**src/design/tar_ext_pkg.sv**
```systemverilog
`default_nettype none
package tar_ext_pkg;

	localparam int HDR_FILL_W = 9;
	localparam int SIZE_W = 36;
	localparam int NAME_WORDS = 7;
	localparam int NAME_BYTES = NAME_WORDS * 8;
	localparam int CFG_INDEX_W = 3;
	localparam int CFG_DATA_W = 64;
	localparam int NAME_LEN_W = 6;
	localparam int M_TDATA_W = 16;

	localparam logic [HDR_FILL_W-1:0] BLOCK_LAST = 9'd511;
	localparam logic [HDR_FILL_W-1:0] NAME_FIELD_BYTES = 9'd100;
	localparam logic [HDR_FILL_W-1:0] SIZE_OFFSET = 9'd124;
	localparam logic [HDR_FILL_W-1:0] TYPE_OFFSET = 9'd156;

	localparam logic [7:0] CHAR_ZERO = 8'h30;
	localparam logic [7:0] CHAR_SEVEN = 8'h37;
	localparam logic [7:0] CHAR_SPACE = 8'h20;
	localparam logic [7:0] CHAR_NUL = 8'h00;

	localparam logic [CFG_INDEX_W-1:0] REG_NAME_LENGTH = 3'd7;

	typedef enum logic [1:0] {
		PHASE_SPACES = 2'd0,
		PHASE_DIGITS = 2'd1,
		PHASE_DONE   = 2'd2
	} size_phase_t;

	typedef enum logic [1:0] {
		STATUS_NONE      = 2'd0,
		STATUS_COMPLETE  = 2'd1,
		STATUS_NOT_FOUND = 2'd2,
		STATUS_TRUNCATED = 2'd3
	} status_t;

endpackage
`default_nettype wire

```
**src/design/tar_entry_extractor_core.sv**
```systemverilog
// The result of an input transfer is registered and appears on the master side in the cycle after the transfer.
// Throughput: one byte per cycle; the header scan, size decode and data count
// all update from a single registered state per byte, and the output register
// takes a new result whenever it is empty or being drained.
// Reset: arst_n clears the scan state, the wanted name and the output valid.
`default_nettype none
module tar_entry_extractor_core #(
	parameter int MAX_NAME_BYTES = 56,
	parameter int SIZE_DIGITS = 12
) (
	input  wire logic                                clk,
	input  wire logic                                arst_n,
	input  wire logic                                cfg_we,
	input  wire logic [tar_ext_pkg::CFG_INDEX_W-1:0] cfg_index,
	input  wire logic [tar_ext_pkg::CFG_DATA_W-1:0]  cfg_data,
	input  wire logic                                s_tvalid,
	output logic                                     s_tready,
	input  wire logic [7:0]                          s_tdata,  // [7:0] data_byte
	input  wire logic                                s_tuser,  // [0] end_of_input
	output logic                                     m_tvalid,
	input  wire logic                                m_tready,
	// [7:0] payload_byte, [8] archive_ended, [10:9] final_status, rest zero
	output logic [tar_ext_pkg::M_TDATA_W-1:0]        m_tdata,
	output logic                                     m_tuser,  // [0] payload_valid
	output logic                                     m_tlast   // payload_last
);
	import tar_ext_pkg::*;

	localparam logic [HDR_FILL_W-1:0] SIZE_END = HDR_FILL_W'(SIZE_OFFSET + SIZE_DIGITS);
	localparam logic [NAME_LEN_W:0] MAX_NAME = (NAME_LEN_W+1)'(MAX_NAME_BYTES);

	logic [7:0]            name_byte_q [NAME_BYTES];
	logic [NAME_LEN_W-1:0] name_length_q;

	logic [HDR_FILL_W-1:0] header_fill_q, header_fill_d;
	logic [SIZE_W-1:0]     data_rem_q, data_rem_d;
	logic [HDR_FILL_W-1:0] pad_rem_q, pad_rem_d;
	logic [SIZE_W-1:0]     size_acc_q, size_acc_d;
	size_phase_t           phase_q, phase_d;
	logic                  all_zero_q, all_zero_d;
	logic                  name_ok_q, name_ok_d;
	logic [7:0]            type_q, type_d;
	logic                  entry_open_q, entry_open_d;
	logic                  entry_found_q, entry_found_d;
	logic                  ended_q, ended_d;

	logic                  r_valid, r_last;
	logic [7:0]            r_byte;
	status_t               r_status;

	logic                  m_tvalid_q, m_tuser_q, m_tlast_q;
	logic [M_TDATA_W-1:0]  m_tdata_q;

	logic accept;

	assign s_tready = !m_tvalid_q || m_tready;
	assign accept   = s_tvalid && s_tready;

	always_comb begin
		logic [7:0]            b;
		logic [HDR_FILL_W-1:0] p;
		logic [HDR_FILL_W-1:0] len_ext;
		logic [7:0]            want;
		b       = s_tdata;
		p       = header_fill_q;
		len_ext = HDR_FILL_W'(name_length_q);
		want    = name_byte_q[p[NAME_LEN_W-1:0]];

		header_fill_d = header_fill_q;
		data_rem_d    = data_rem_q;
		pad_rem_d     = pad_rem_q;
		size_acc_d    = size_acc_q;
		phase_d       = phase_q;
		all_zero_d    = all_zero_q;
		name_ok_d     = name_ok_q;
		type_d        = type_q;
		entry_open_d  = entry_open_q;
		entry_found_d = entry_found_q;
		ended_d       = ended_q;
		r_valid       = 1'b0;
		r_byte        = 8'd0;
		r_last        = 1'b0;
		r_status      = STATUS_NONE;

		if (s_tuser) begin
			if (!entry_found_q)
				r_status = STATUS_NOT_FOUND;
			else if (entry_open_q)
				r_status = STATUS_TRUNCATED;
			else
				r_status = STATUS_COMPLETE;
		end else if (!ended_q) begin
			if (data_rem_q != '0) begin
				data_rem_d = data_rem_q - SIZE_W'(1);
				if (entry_open_q) begin
					r_valid = 1'b1;
					r_byte  = b;
					if (data_rem_d == '0) begin
						r_last       = 1'b1;
						entry_open_d = 1'b0;
					end
				end
			end else if (pad_rem_q != '0) begin
				pad_rem_d = pad_rem_q - HDR_FILL_W'(1);
			end else begin
				if (b != CHAR_NUL)
					all_zero_d = 1'b0;

				if ({1'b0, name_length_q} > MAX_NAME) begin
					name_ok_d = 1'b0;
				end else if (p < len_ext) begin
					if (b == CHAR_NUL || b != want)
						name_ok_d = 1'b0;
				end else if (p == len_ext && p < NAME_FIELD_BYTES) begin
					if (b != CHAR_NUL)
						name_ok_d = 1'b0;
				end

				if (p >= SIZE_OFFSET && p < SIZE_END) begin
					if (phase_d == PHASE_SPACES && b != CHAR_SPACE)
						phase_d = PHASE_DIGITS;
					if (phase_d == PHASE_DIGITS) begin
						if (b >= CHAR_ZERO && b <= CHAR_SEVEN)
							size_acc_d = {size_acc_q[SIZE_W-4:0], b[2:0]};
						else
							phase_d = PHASE_DONE;
					end
				end

				if (p == TYPE_OFFSET)
					type_d = b;

				if (p != BLOCK_LAST) begin
					header_fill_d = p + HDR_FILL_W'(1);
				end else begin
					if (all_zero_d) begin
						ended_d = 1'b1;
					end else begin
						data_rem_d = size_acc_d;
						pad_rem_d  = (~size_acc_d[HDR_FILL_W-1:0]) + HDR_FILL_W'(1);
						if (name_ok_d && (type_d == CHAR_ZERO || type_d == CHAR_NUL)) begin
							entry_found_d = 1'b1;
							entry_open_d  = (size_acc_d != '0);
						end
					end
					// start the next header from scratch
					header_fill_d = '0;
					size_acc_d    = '0;
					phase_d       = PHASE_SPACES;
					all_zero_d    = 1'b1;
					name_ok_d     = 1'b1;
					type_d        = CHAR_NUL;
				end
			end
		end
	end

	always_ff @(posedge clk or negedge arst_n) begin
		if (!arst_n) begin
			for (int i = 0; i < NAME_BYTES; i++)
				name_byte_q[i] <= 8'd0;
			name_length_q <= '0;
		end else if (cfg_we) begin
			if (cfg_index == REG_NAME_LENGTH) begin
				name_length_q <= cfg_data[NAME_LEN_W-1:0];
			end else begin
				for (int k = 0; k < 8; k++)
					name_byte_q[{cfg_index, 3'(k)}] <= cfg_data[8*k +: 8];
			end
		end
	end

	always_ff @(posedge clk or negedge arst_n) begin
		if (!arst_n) begin
			header_fill_q <= '0;
			data_rem_q    <= '0;
			pad_rem_q     <= '0;
			size_acc_q    <= '0;
			phase_q       <= PHASE_SPACES;
			all_zero_q    <= 1'b1;
			name_ok_q     <= 1'b1;
			type_q        <= CHAR_NUL;
			entry_open_q  <= 1'b0;
			entry_found_q <= 1'b0;
			ended_q       <= 1'b0;
		end else if (accept) begin
			header_fill_q <= header_fill_d;
			data_rem_q    <= data_rem_d;
			pad_rem_q     <= pad_rem_d;
			size_acc_q    <= size_acc_d;
			phase_q       <= phase_d;
			all_zero_q    <= all_zero_d;
			name_ok_q     <= name_ok_d;
			type_q        <= type_d;
			entry_open_q  <= entry_open_d;
			entry_found_q <= entry_found_d;
			ended_q       <= ended_d;
		end
	end

	// output register: load on every input transfer, drop valid once taken
	always_ff @(posedge clk or negedge arst_n) begin
		if (!arst_n) begin
			m_tvalid_q <= 1'b0;
		end else if (accept) begin
			m_tvalid_q <= 1'b1;
		end else if (m_tready) begin
			m_tvalid_q <= 1'b0;
		end
	end

	always_ff @(posedge clk) begin
		if (accept) begin
			m_tdata_q <= {5'd0, r_status, ended_d, r_byte};
			m_tuser_q <= r_valid;
			m_tlast_q <= r_last;
		end
	end

	assign m_tvalid = m_tvalid_q;
	assign m_tdata  = m_tdata_q;
	assign m_tuser  = m_tuser_q;
	assign m_tlast  = m_tlast_q;

	a_last_has_payload: assert property (@(posedge clk) disable iff (!arst_n)
		m_tvalid && m_tlast |-> m_tuser)
		else $error("payload_last without payload_valid");

	a_eoi_reports_status: assert property (@(posedge clk) disable iff (!arst_n)
		accept && s_tuser |=> m_tvalid && m_tdata[10:9] != STATUS_NONE && !m_tuser)
		else $error("end of input did not report a final status");

	a_open_implies_found: assert property (@(posedge clk) disable iff (!arst_n)
		entry_open_q |-> entry_found_q)
		else $error("entry open but never found");

	a_no_payload_after_end: assert property (@(posedge clk) disable iff (!arst_n)
		ended_q |-> !entry_open_q && data_rem_q == '0)
		else $error("data outstanding after archive end");

endmodule
`default_nettype wire
```
**config.mk**
```make
export PLATFORM = sky130hd
export DESIGN_NAME = tar_entry_extractor_core
export DESIGN_NICKNAME = d
export VERILOG_FILES = /design/src/design/tar_ext_pkg.sv /design/src/design/tar_entry_extractor_core.sv
export SDC_FILE = /design/constraint.sdc
export NUM_CORES = 1
export LEC_CHECK = 0
export ABC_AREA = 1
export ABC_CLOCK_PERIOD_IN_PS = 3350
export BUFFER_PORTS_ARGS = -buffer_cell sky130_fd_sc_hd__buf_2
export CORE_MARGIN = 10
export CORE_UTILIZATION = 45
export DETAILED_ROUTE_END_ITERATION = 10
export GPL_TIMING_DRIVEN = 0
export SYNTH_ARGS = -nofsm -noshare
export SYNTH_HDL_FRONTEND = slang
export SYNTH_SLANG_ARGS = --single-unit
```
**constraint.sdc**
```tcl
create_clock -name clk -period 3.35 [get_ports clk]
set_input_delay 0.335 -clock clk [delete_from_list [all_inputs] [get_ports clk]]
set_output_delay 0.335 -clock clk [all_outputs]
set_load 0.01 [all_outputs]
```
* After elaboration in Yosys (flattened, before gate mapping)
Cells that the tools add are included.
** Word-level totals
- Bits in latches :: 0
- Word-level logic and storage cells :: 268
- Memory bits (read-only) :: 0
- Memory bits (writable) :: 0
- Memories :: 0
- Flip-flop bits (word level) :: 573
- Output and inout bits :: 20
** Cells by class
- Shift operators :: 0
- Bitwise logic cells :: 18
- Multiply operators :: 0
- $add $sub $neg :: 4
- $lt $le $gt $ge :: 24
- Mux-type cells :: 94
- Reduce and logical (&&, ||, !) cells :: 39
- Div/mod/pow operators :: 0
- Eq/ne operators :: 14
** Operators by type and width (count)
- 448-bit bitwise mux :: 8
- 36-bit 2-to-1 mux :: 12
- 8-bit demux with 6-bit select :: 8
- 8-bit 2-to-1 mux :: 16
- 36-bit nonzero test :: 2
- 7-bit greater-or-equal comparator (second input constant) :: 9
- 6-bit inverter with 7-bit output :: 9
- 7-bit by 1-bit < comparator with 1-bit output (second input constant) :: 8
- 8-bit binary-select mux with 6-bit select :: 1
- 36-bit zero test :: 1
- 9-bit 2-to-1 mux :: 4
- 36-bit by 1-bit subtractor with 36-bit output (second input constant) :: 1
- 1-bit 2-to-1 mux :: 33
- 2-bit 2-to-1 mux :: 12
- 9-bit by 1-bit adder with 9-bit output (second input constant) :: 2
- 6-bit AND reduction :: 3
- 8-bit zero test :: 2
- 1-bit logical AND :: 14
- 2-bit != test (second input constant) :: 6
- 9-bit by 6-bit equality test with 1-bit output :: 1
- 9-bit by 8-bit equality test with 1-bit output (second input constant) :: 1
- 9-bit by 7-bit greater-or-equal comparator with 1-bit output (second input constant) :: 1
- 9-bit by 6-bit < comparator with 1-bit output :: 1
- 9-bit by 7-bit < comparator with 1-bit output (second input constant) :: 1
- 25 further kinds :: 37

* Depth between registers and ports, before layout
- Depth after elaboration :: 21
- Gate-level depth with buffers :: 25
- Gate-level depth less buffers :: 22

* Least setup slack after synthesis
OpenSTA, ideal clock, no wires.
- Path kind :: reg-to-reg
- Start :: register header_fill_q[5]
- End :: register data_rem_q[12]
- Buffers on the path :: 3
- Stages on the path, launching flop included :: 15
- Setup time :: 0.077 ns
- Clock period less this slack :: 2.904 ns
- Data required time :: 3.273 ns
- Path slack :: 0.446 ns
- Arrival time :: 2.827 ns
- Cells stage by stage :: dfrtp_1 > clkbuf_1 > clkinv_1 > nor4_1 > nand2_1 > nor2_1 > ha_1 > clkinv_1 > nor3_2 > o21ai_4 > inv_2 > buf_4 > buf_4 > nand3_1 > o21ai_1
** Between the ends
- Word-level cells in the longest chain between the ends :: 11
- Elaborated cells on any way between the ends :: 15
- Classes of those cells :: order compare: 2; eq/ne: 2; mux: 9; reduce/logical: 2
** RTL lines
- start: declaration :: line tar_entry_extractor_core.sv:35 : logic [HDR_FILL_W-1:0] header_fill_q, header_fill_d;
- start signal: assignment :: line tar_entry_extractor_core.sv:187 : header_fill_q <= header_fill_d;
- 9-bit by 7-bit greater-or-equal comparator with 1-bit output / 9-bit by 8-bit < comparator with 1-bit output (equally long branches) :: line tar_entry_extractor_core.sv:119 : if (p >= SIZE_OFFSET && p < SIZE_END) begin
- 1-bit logical AND :: line tar_entry_extractor_core.sv:119
- 36-bit 2-to-1 mux :: line tar_entry_extractor_core.sv:119
- 36-bit 2-to-1 mux :: line tar_entry_extractor_core.sv:103 : end else if (pad_rem_q != '0) begin
- 36-bit 2-to-1 mux :: line tar_entry_extractor_core.sv:93 : if (data_rem_q != '0) begin
- 36-bit 2-to-1 mux :: line tar_entry_extractor_core.sv:92 : end else if (!ended_q) begin
- 36-bit 2-to-1 mux :: line tar_entry_extractor_core.sv:85 : if (s_tuser) begin
- 36-bit 2-to-1 mux :: line tar_entry_extractor_core.sv:136 : if (all_zero_d) begin
- 36-bit 2-to-1 mux :: line tar_entry_extractor_core.sv:133 : if (p != BLOCK_LAST) begin
- 36-bit 2-to-1 mux :: line tar_entry_extractor_core.sv:103
- 36-bit 2-to-1 mux :: line tar_entry_extractor_core.sv:93
- end signal: assignment :: line tar_entry_extractor_core.sv:188 : data_rem_q <= data_rem_d;
- end: declaration :: line tar_entry_extractor_core.sv:36 : logic [SIZE_W-1:0] data_rem_q, data_rem_d;
Several ways; a longest one is shown, not always the timed one. The select of a mux whose other input is x is not followed.
A chain may end at the register's enable or synchronous reset.

* Final worst setup path
- Start :: register header_fill_q[1]
- End :: register entry_open_q
** Between the ends
- Word-level cells in the longest chain between the ends :: 16
- Elaborated cells on any way between the ends :: 46
- Classes of those cells :: order compare: 4; eq/ne: 6; mux: 26; bitwise: 1; reduce/logical: 9
** RTL lines
- 6-bit inverter with 7-bit output (not written as such) :: line tar_entry_extractor_core.sv:67 : want = name_byte_q[p[NAME_LEN_W-1:0]];
- 8-bit binary-select mux with 6-bit select :: line tar_entry_extractor_core.sv:67
- 8-bit 2-to-1 mux (not written as such) (2 in a row) :: line tar_entry_extractor_core.sv:67
- 8-bit != test :: line tar_entry_extractor_core.sv:112 : if (b == CHAR_NUL || b != want)
- 1-bit logical OR :: line tar_entry_extractor_core.sv:112
- 1-bit 2-to-1 mux :: line tar_entry_extractor_core.sv:112
- 1-bit 2-to-1 mux :: line tar_entry_extractor_core.sv:111 : end else if (p < len_ext) begin
- 1-bit 2-to-1 mux :: line tar_entry_extractor_core.sv:109 : if ({1'b0, name_length_q} > MAX_NAME) begin
- 1-bit 2-to-1 mux :: line tar_entry_extractor_core.sv:103
- 1-bit 2-to-1 mux :: line tar_entry_extractor_core.sv:93
- 1-bit 2-to-1 mux :: line tar_entry_extractor_core.sv:92
- 1-bit 2-to-1 mux :: line tar_entry_extractor_core.sv:85
- 1-bit logical AND :: line tar_entry_extractor_core.sv:141 : if (name_ok_d && (type_d == CHAR_ZERO || type_d == CHAR_NUL)) begin
- 2-bit nonzero test (no line)
- 7-bit AND reduction (no line)
- end signal: assignment :: line tar_entry_extractor_core.sv:195 : entry_open_q <= entry_open_d;
- end: declaration :: line tar_entry_extractor_core.sv:43 : logic entry_open_q, entry_open_d;
Several ways; a longest one is shown, not always the timed one. The select of a mux whose other input is x is not followed.

==> results.toml <==
[global_route]
grtUsageMet2 = 0.520
grt_overflow = 0
antenna_found_initial = 5
grtUsageMet3 = 0.0851
track_usage = 0.350
top_usage_layer = "met2"
grt_pass1_wl_um = 188000
grt_start_max_net_pins = 121
grt_pass1_vias = 26600
use_met1 = 0.451

[critical_path]
critPathKind = "flip-flop to flip-flop"
crit_path_max_fanout = 10
rr_startpoint = "header_fill_q[1]$_DFFE_PN0P_"
r2r_slack_ns = -0.03
cpPeakStageDelay_ns = 0.50
path_common_cell = "nand2_1"
startpoint_type = "flip-flop"
rr_worst_depth = 18
regToRegEndpoint = "entry_open_q$_DFFE_PN0P_"
required_ns = 3.87
cp_num_buf_inv = 3
worst_path_max_delay_cell = "dfrtp_1"
cp_top_family = "simple AND/OR/NAND/NOR gates"
worst_ep_arrival_time_ns = 3.90
endpoint_kind = "flip-flop"
crit_chain = "buf_2 -> buf_4 -> buf_4 -> nor2_1 -> o21ai_1 -> nand3_1 -> nand3_1 -> nand2_1 -> nand3_1 -> nand3_1 -> nand2_1 -> nand3_1 -> o21bai_4 -> nand3_4 -> nand2_1 -> nand2_1 -> nand2_1 -> nand2_1"

[outcome]
violations = "negative setup slack"
outcome = "complete, but fails checks"

[cells_and_area]
area_growth_syn_to_layout_pct = 15.9
num-fill-cells = 6243
drive_gt1_frac = 0.111
final_nets = 4060

[synthesis]
syn_inst = 3771
ys_seq_area_frac = 0.500
synth_area_sq_um = 28800
post_synth_num_cell_types = 59
yosys_warnings = 0
syn_area_per_cell_sq_um = 7.64
async_flop_share = 0.977
synth_seq_cells = 573
synth_area_leaders = "dfrtp_1, nand2_1, o21ai_0"
synth_edf_count = 13
synth_top_area_frac = 0.485
yosysTopAreaCell = "dfrtp_1"
yosys_most_used_dff = "dfrtp_1"
synth_most_common_cell = "nand2_1"
ys_top_cells_by_count = "nand2_1, o21ai_0, dfrtp_1"

[sta]
rsz0062_at_grt = "yes"
period_share = 1.01
report.final.slew_viol_count = 0
worst_slew_pin_slew_ns = 1.46
fmax_mhz = 296
hold_violations = 0
max_slew_margin = 0.0283
post-route-min-period_ns = 3.38
setup_viol = 2
finalSetupTns_ns = -0.0648
fin_skew_ns = 0.0245
worst_slack_ns = -0.0340

[power]
total_leakage_power_nw = 16.5
power-per-cell-area_nw_per_um2 = 571
peakVddDrop_mv = 0.366

[clock_tree]
cts.path.max_buffers = 3
h-tree-depth = 3
cts_tree = "done"
cts_buffers = 67
cts_sinks = 573
clockRootBuffer = "clkbuf_16"
clk_pin_slew_ns = 0.06
clock_latency_ns = 0.63

[worst_hold_path]
hold_path.class = "input port to flip-flop"
min_path_cells = 3
holdPathEnd = "m_tvalid$_DFFE_PN0P_"
hold_path.startpoint = "s_tvalid"

[route]
drt_pass1_iterations = 8
via_count = 28000
drc = 0
drt-initial-drc-count = 3914
ant_nets = 0
routed_wl_um = 132000
avgRoutedWirePerCell_um = 27.2
routed_via_density = 5.75

[die]
die_area_sq_um = 74500
pin_count = 101
die_x_um = 273
die_h_um = 273
rows = 92
start_util = 0.456
coreArea_sq_um = 63200

[place]
gp_congestion = 1.06
post-place-ws_ns = -1.58
io_buffers = 95
hpwlAfterDp_um = 97300

[flow_run]
maxCapViolCount = 0
[routing by layer]
layer / vias to the layer above / part of all wire
met5: - / 0.00019
met4: 4 / 0.074
met3: 397 / 0.094
met2: 1527 / 0.43
met1: 13600 / 0.40
li1: 12400 / -
[layout by cell type (no fill, tap or decap), types with 26 or more instances in the layout]
master	instances
nand2_1	1130
dfrtp_1	557
o21ai_0	545
inv_1	381
nor2_1	304
nand3_1	193
buf_2	123
clkbuf_1	115
o21ai_1	71
clkbuf_16	69
buf_4	54
a21oi_1	48
o22ai_1	39
xor2_1	37
o211ai_1	29
nand4_1	27
buf_6	26
[registers in the layout, summed over array words and instances, names as in the netlist, 2 cells and up]
name           flops
name_byte_q      448
data_rem_q        36
size_acc_q        36
m_tdata           11
header_fill_q      9
pad_rem_q          9
type_q             8
name_length_q      6
phase_q            2
[kinds of logic (layout without fill, tap and decap cells)]
family	count (synthesis)	count (layout)	share of synthesized area
other	1	8	0.000130
adder cells (fa/ha/maj)	13	13	0.00565
buffers and inverters	622	862	0.0881
AND/OR/NAND/NOR	1741	1741	0.249
flip-flops	573	573	0.500
XOR/XNOR	41	41	0.0125
AO/OA/AOI/OAI	780	780	0.144
[metrics by stage]
stage	cell area [sq um]	total power, mW	instances	utilization	hold slack, ns
global route	33400	19.7	4861	0.528	0.127
global placement	30300	11.4	4716	0.480	0.460
CTS	33100	19.0	4852	0.524	0.0649
floorplan	28800	10.2	3775	-	0.0394
detailed placement	30500	11.5	4721	0.483	0.227
finish	33400	19.0	4864	0.528	0.0786
[report_power, final]
group	total, mW	switching [mW]	internal (mW)
registers	8.83	0.799	8.03
clock network	7.49	3.14	4.35
logic	2.73	1.85	0.882
[worst register-to-register path, delay by kind of cell (launching register included)]
family | cells | cell delay, ns
AOI/OAI and AO/OA | 2 | 0.41
buffers and inverters | 3 | 0.81
DFF | 1 | 0.50
and+or+nand+nor | 13 | 1.57
[what timing repair did]
action,in CTS,in global routing
buffers inserted,7,9
endpoints found under the setup margin,105,53
pin swaps,5,5
hold buffers,8,0
resized for setup,156,52
endpoints found under the hold margin,50,0
gates cloned,0,0
[area by class of cell]
type | count | area, sq um | share of cell area
diodes | 3 | 7.51 | 0.000225
plain buffers | 215 | 1280 | 0.0384
clock buffers | 94 | 1930 | 0.0578
clock inverters | 24 | 267 | 0.00798
inverters | 405 | 1540 | 0.0462
multi-input cells | 2580 | 12100 | 0.361
flip-flops and latches | 573 | 14400 | 0.432
well taps | 846 | 1060 | 0.0317
repair buffers | 124 | 823 | 0.0247
[how the worst max path moves through the flow]
stage,cells past startpoint,from,slack [ns],end
floorplan,14,header_fill_q[5]$_DFFE_PN0P_,0.45,data_rem_q[12]$_DFFE_PN0P_
global route,15,header_fill_q[1]$_DFFE_PN0P_,-0.02,entry_found_q$_DFFE_PN0P_
detailed placement,13,header_fill_q[5]$_DFFE_PN0P_,-1.58,pad_rem_q[0]$_DFFE_PN0P_
finish,18,header_fill_q[1]$_DFFE_PN0P_,-0.03,entry_open_q$_DFFE_PN0P_
global placement,1,arst_n,-10.18,name_byte_q[222]$_DFFE_PN0P_
CTS,16,header_fill_q[0]$_DFFE_PN0P_,0.002,entry_found_q$_DFFE_PN0P_
Note: power is estimated with default switching activity, not from simulation.
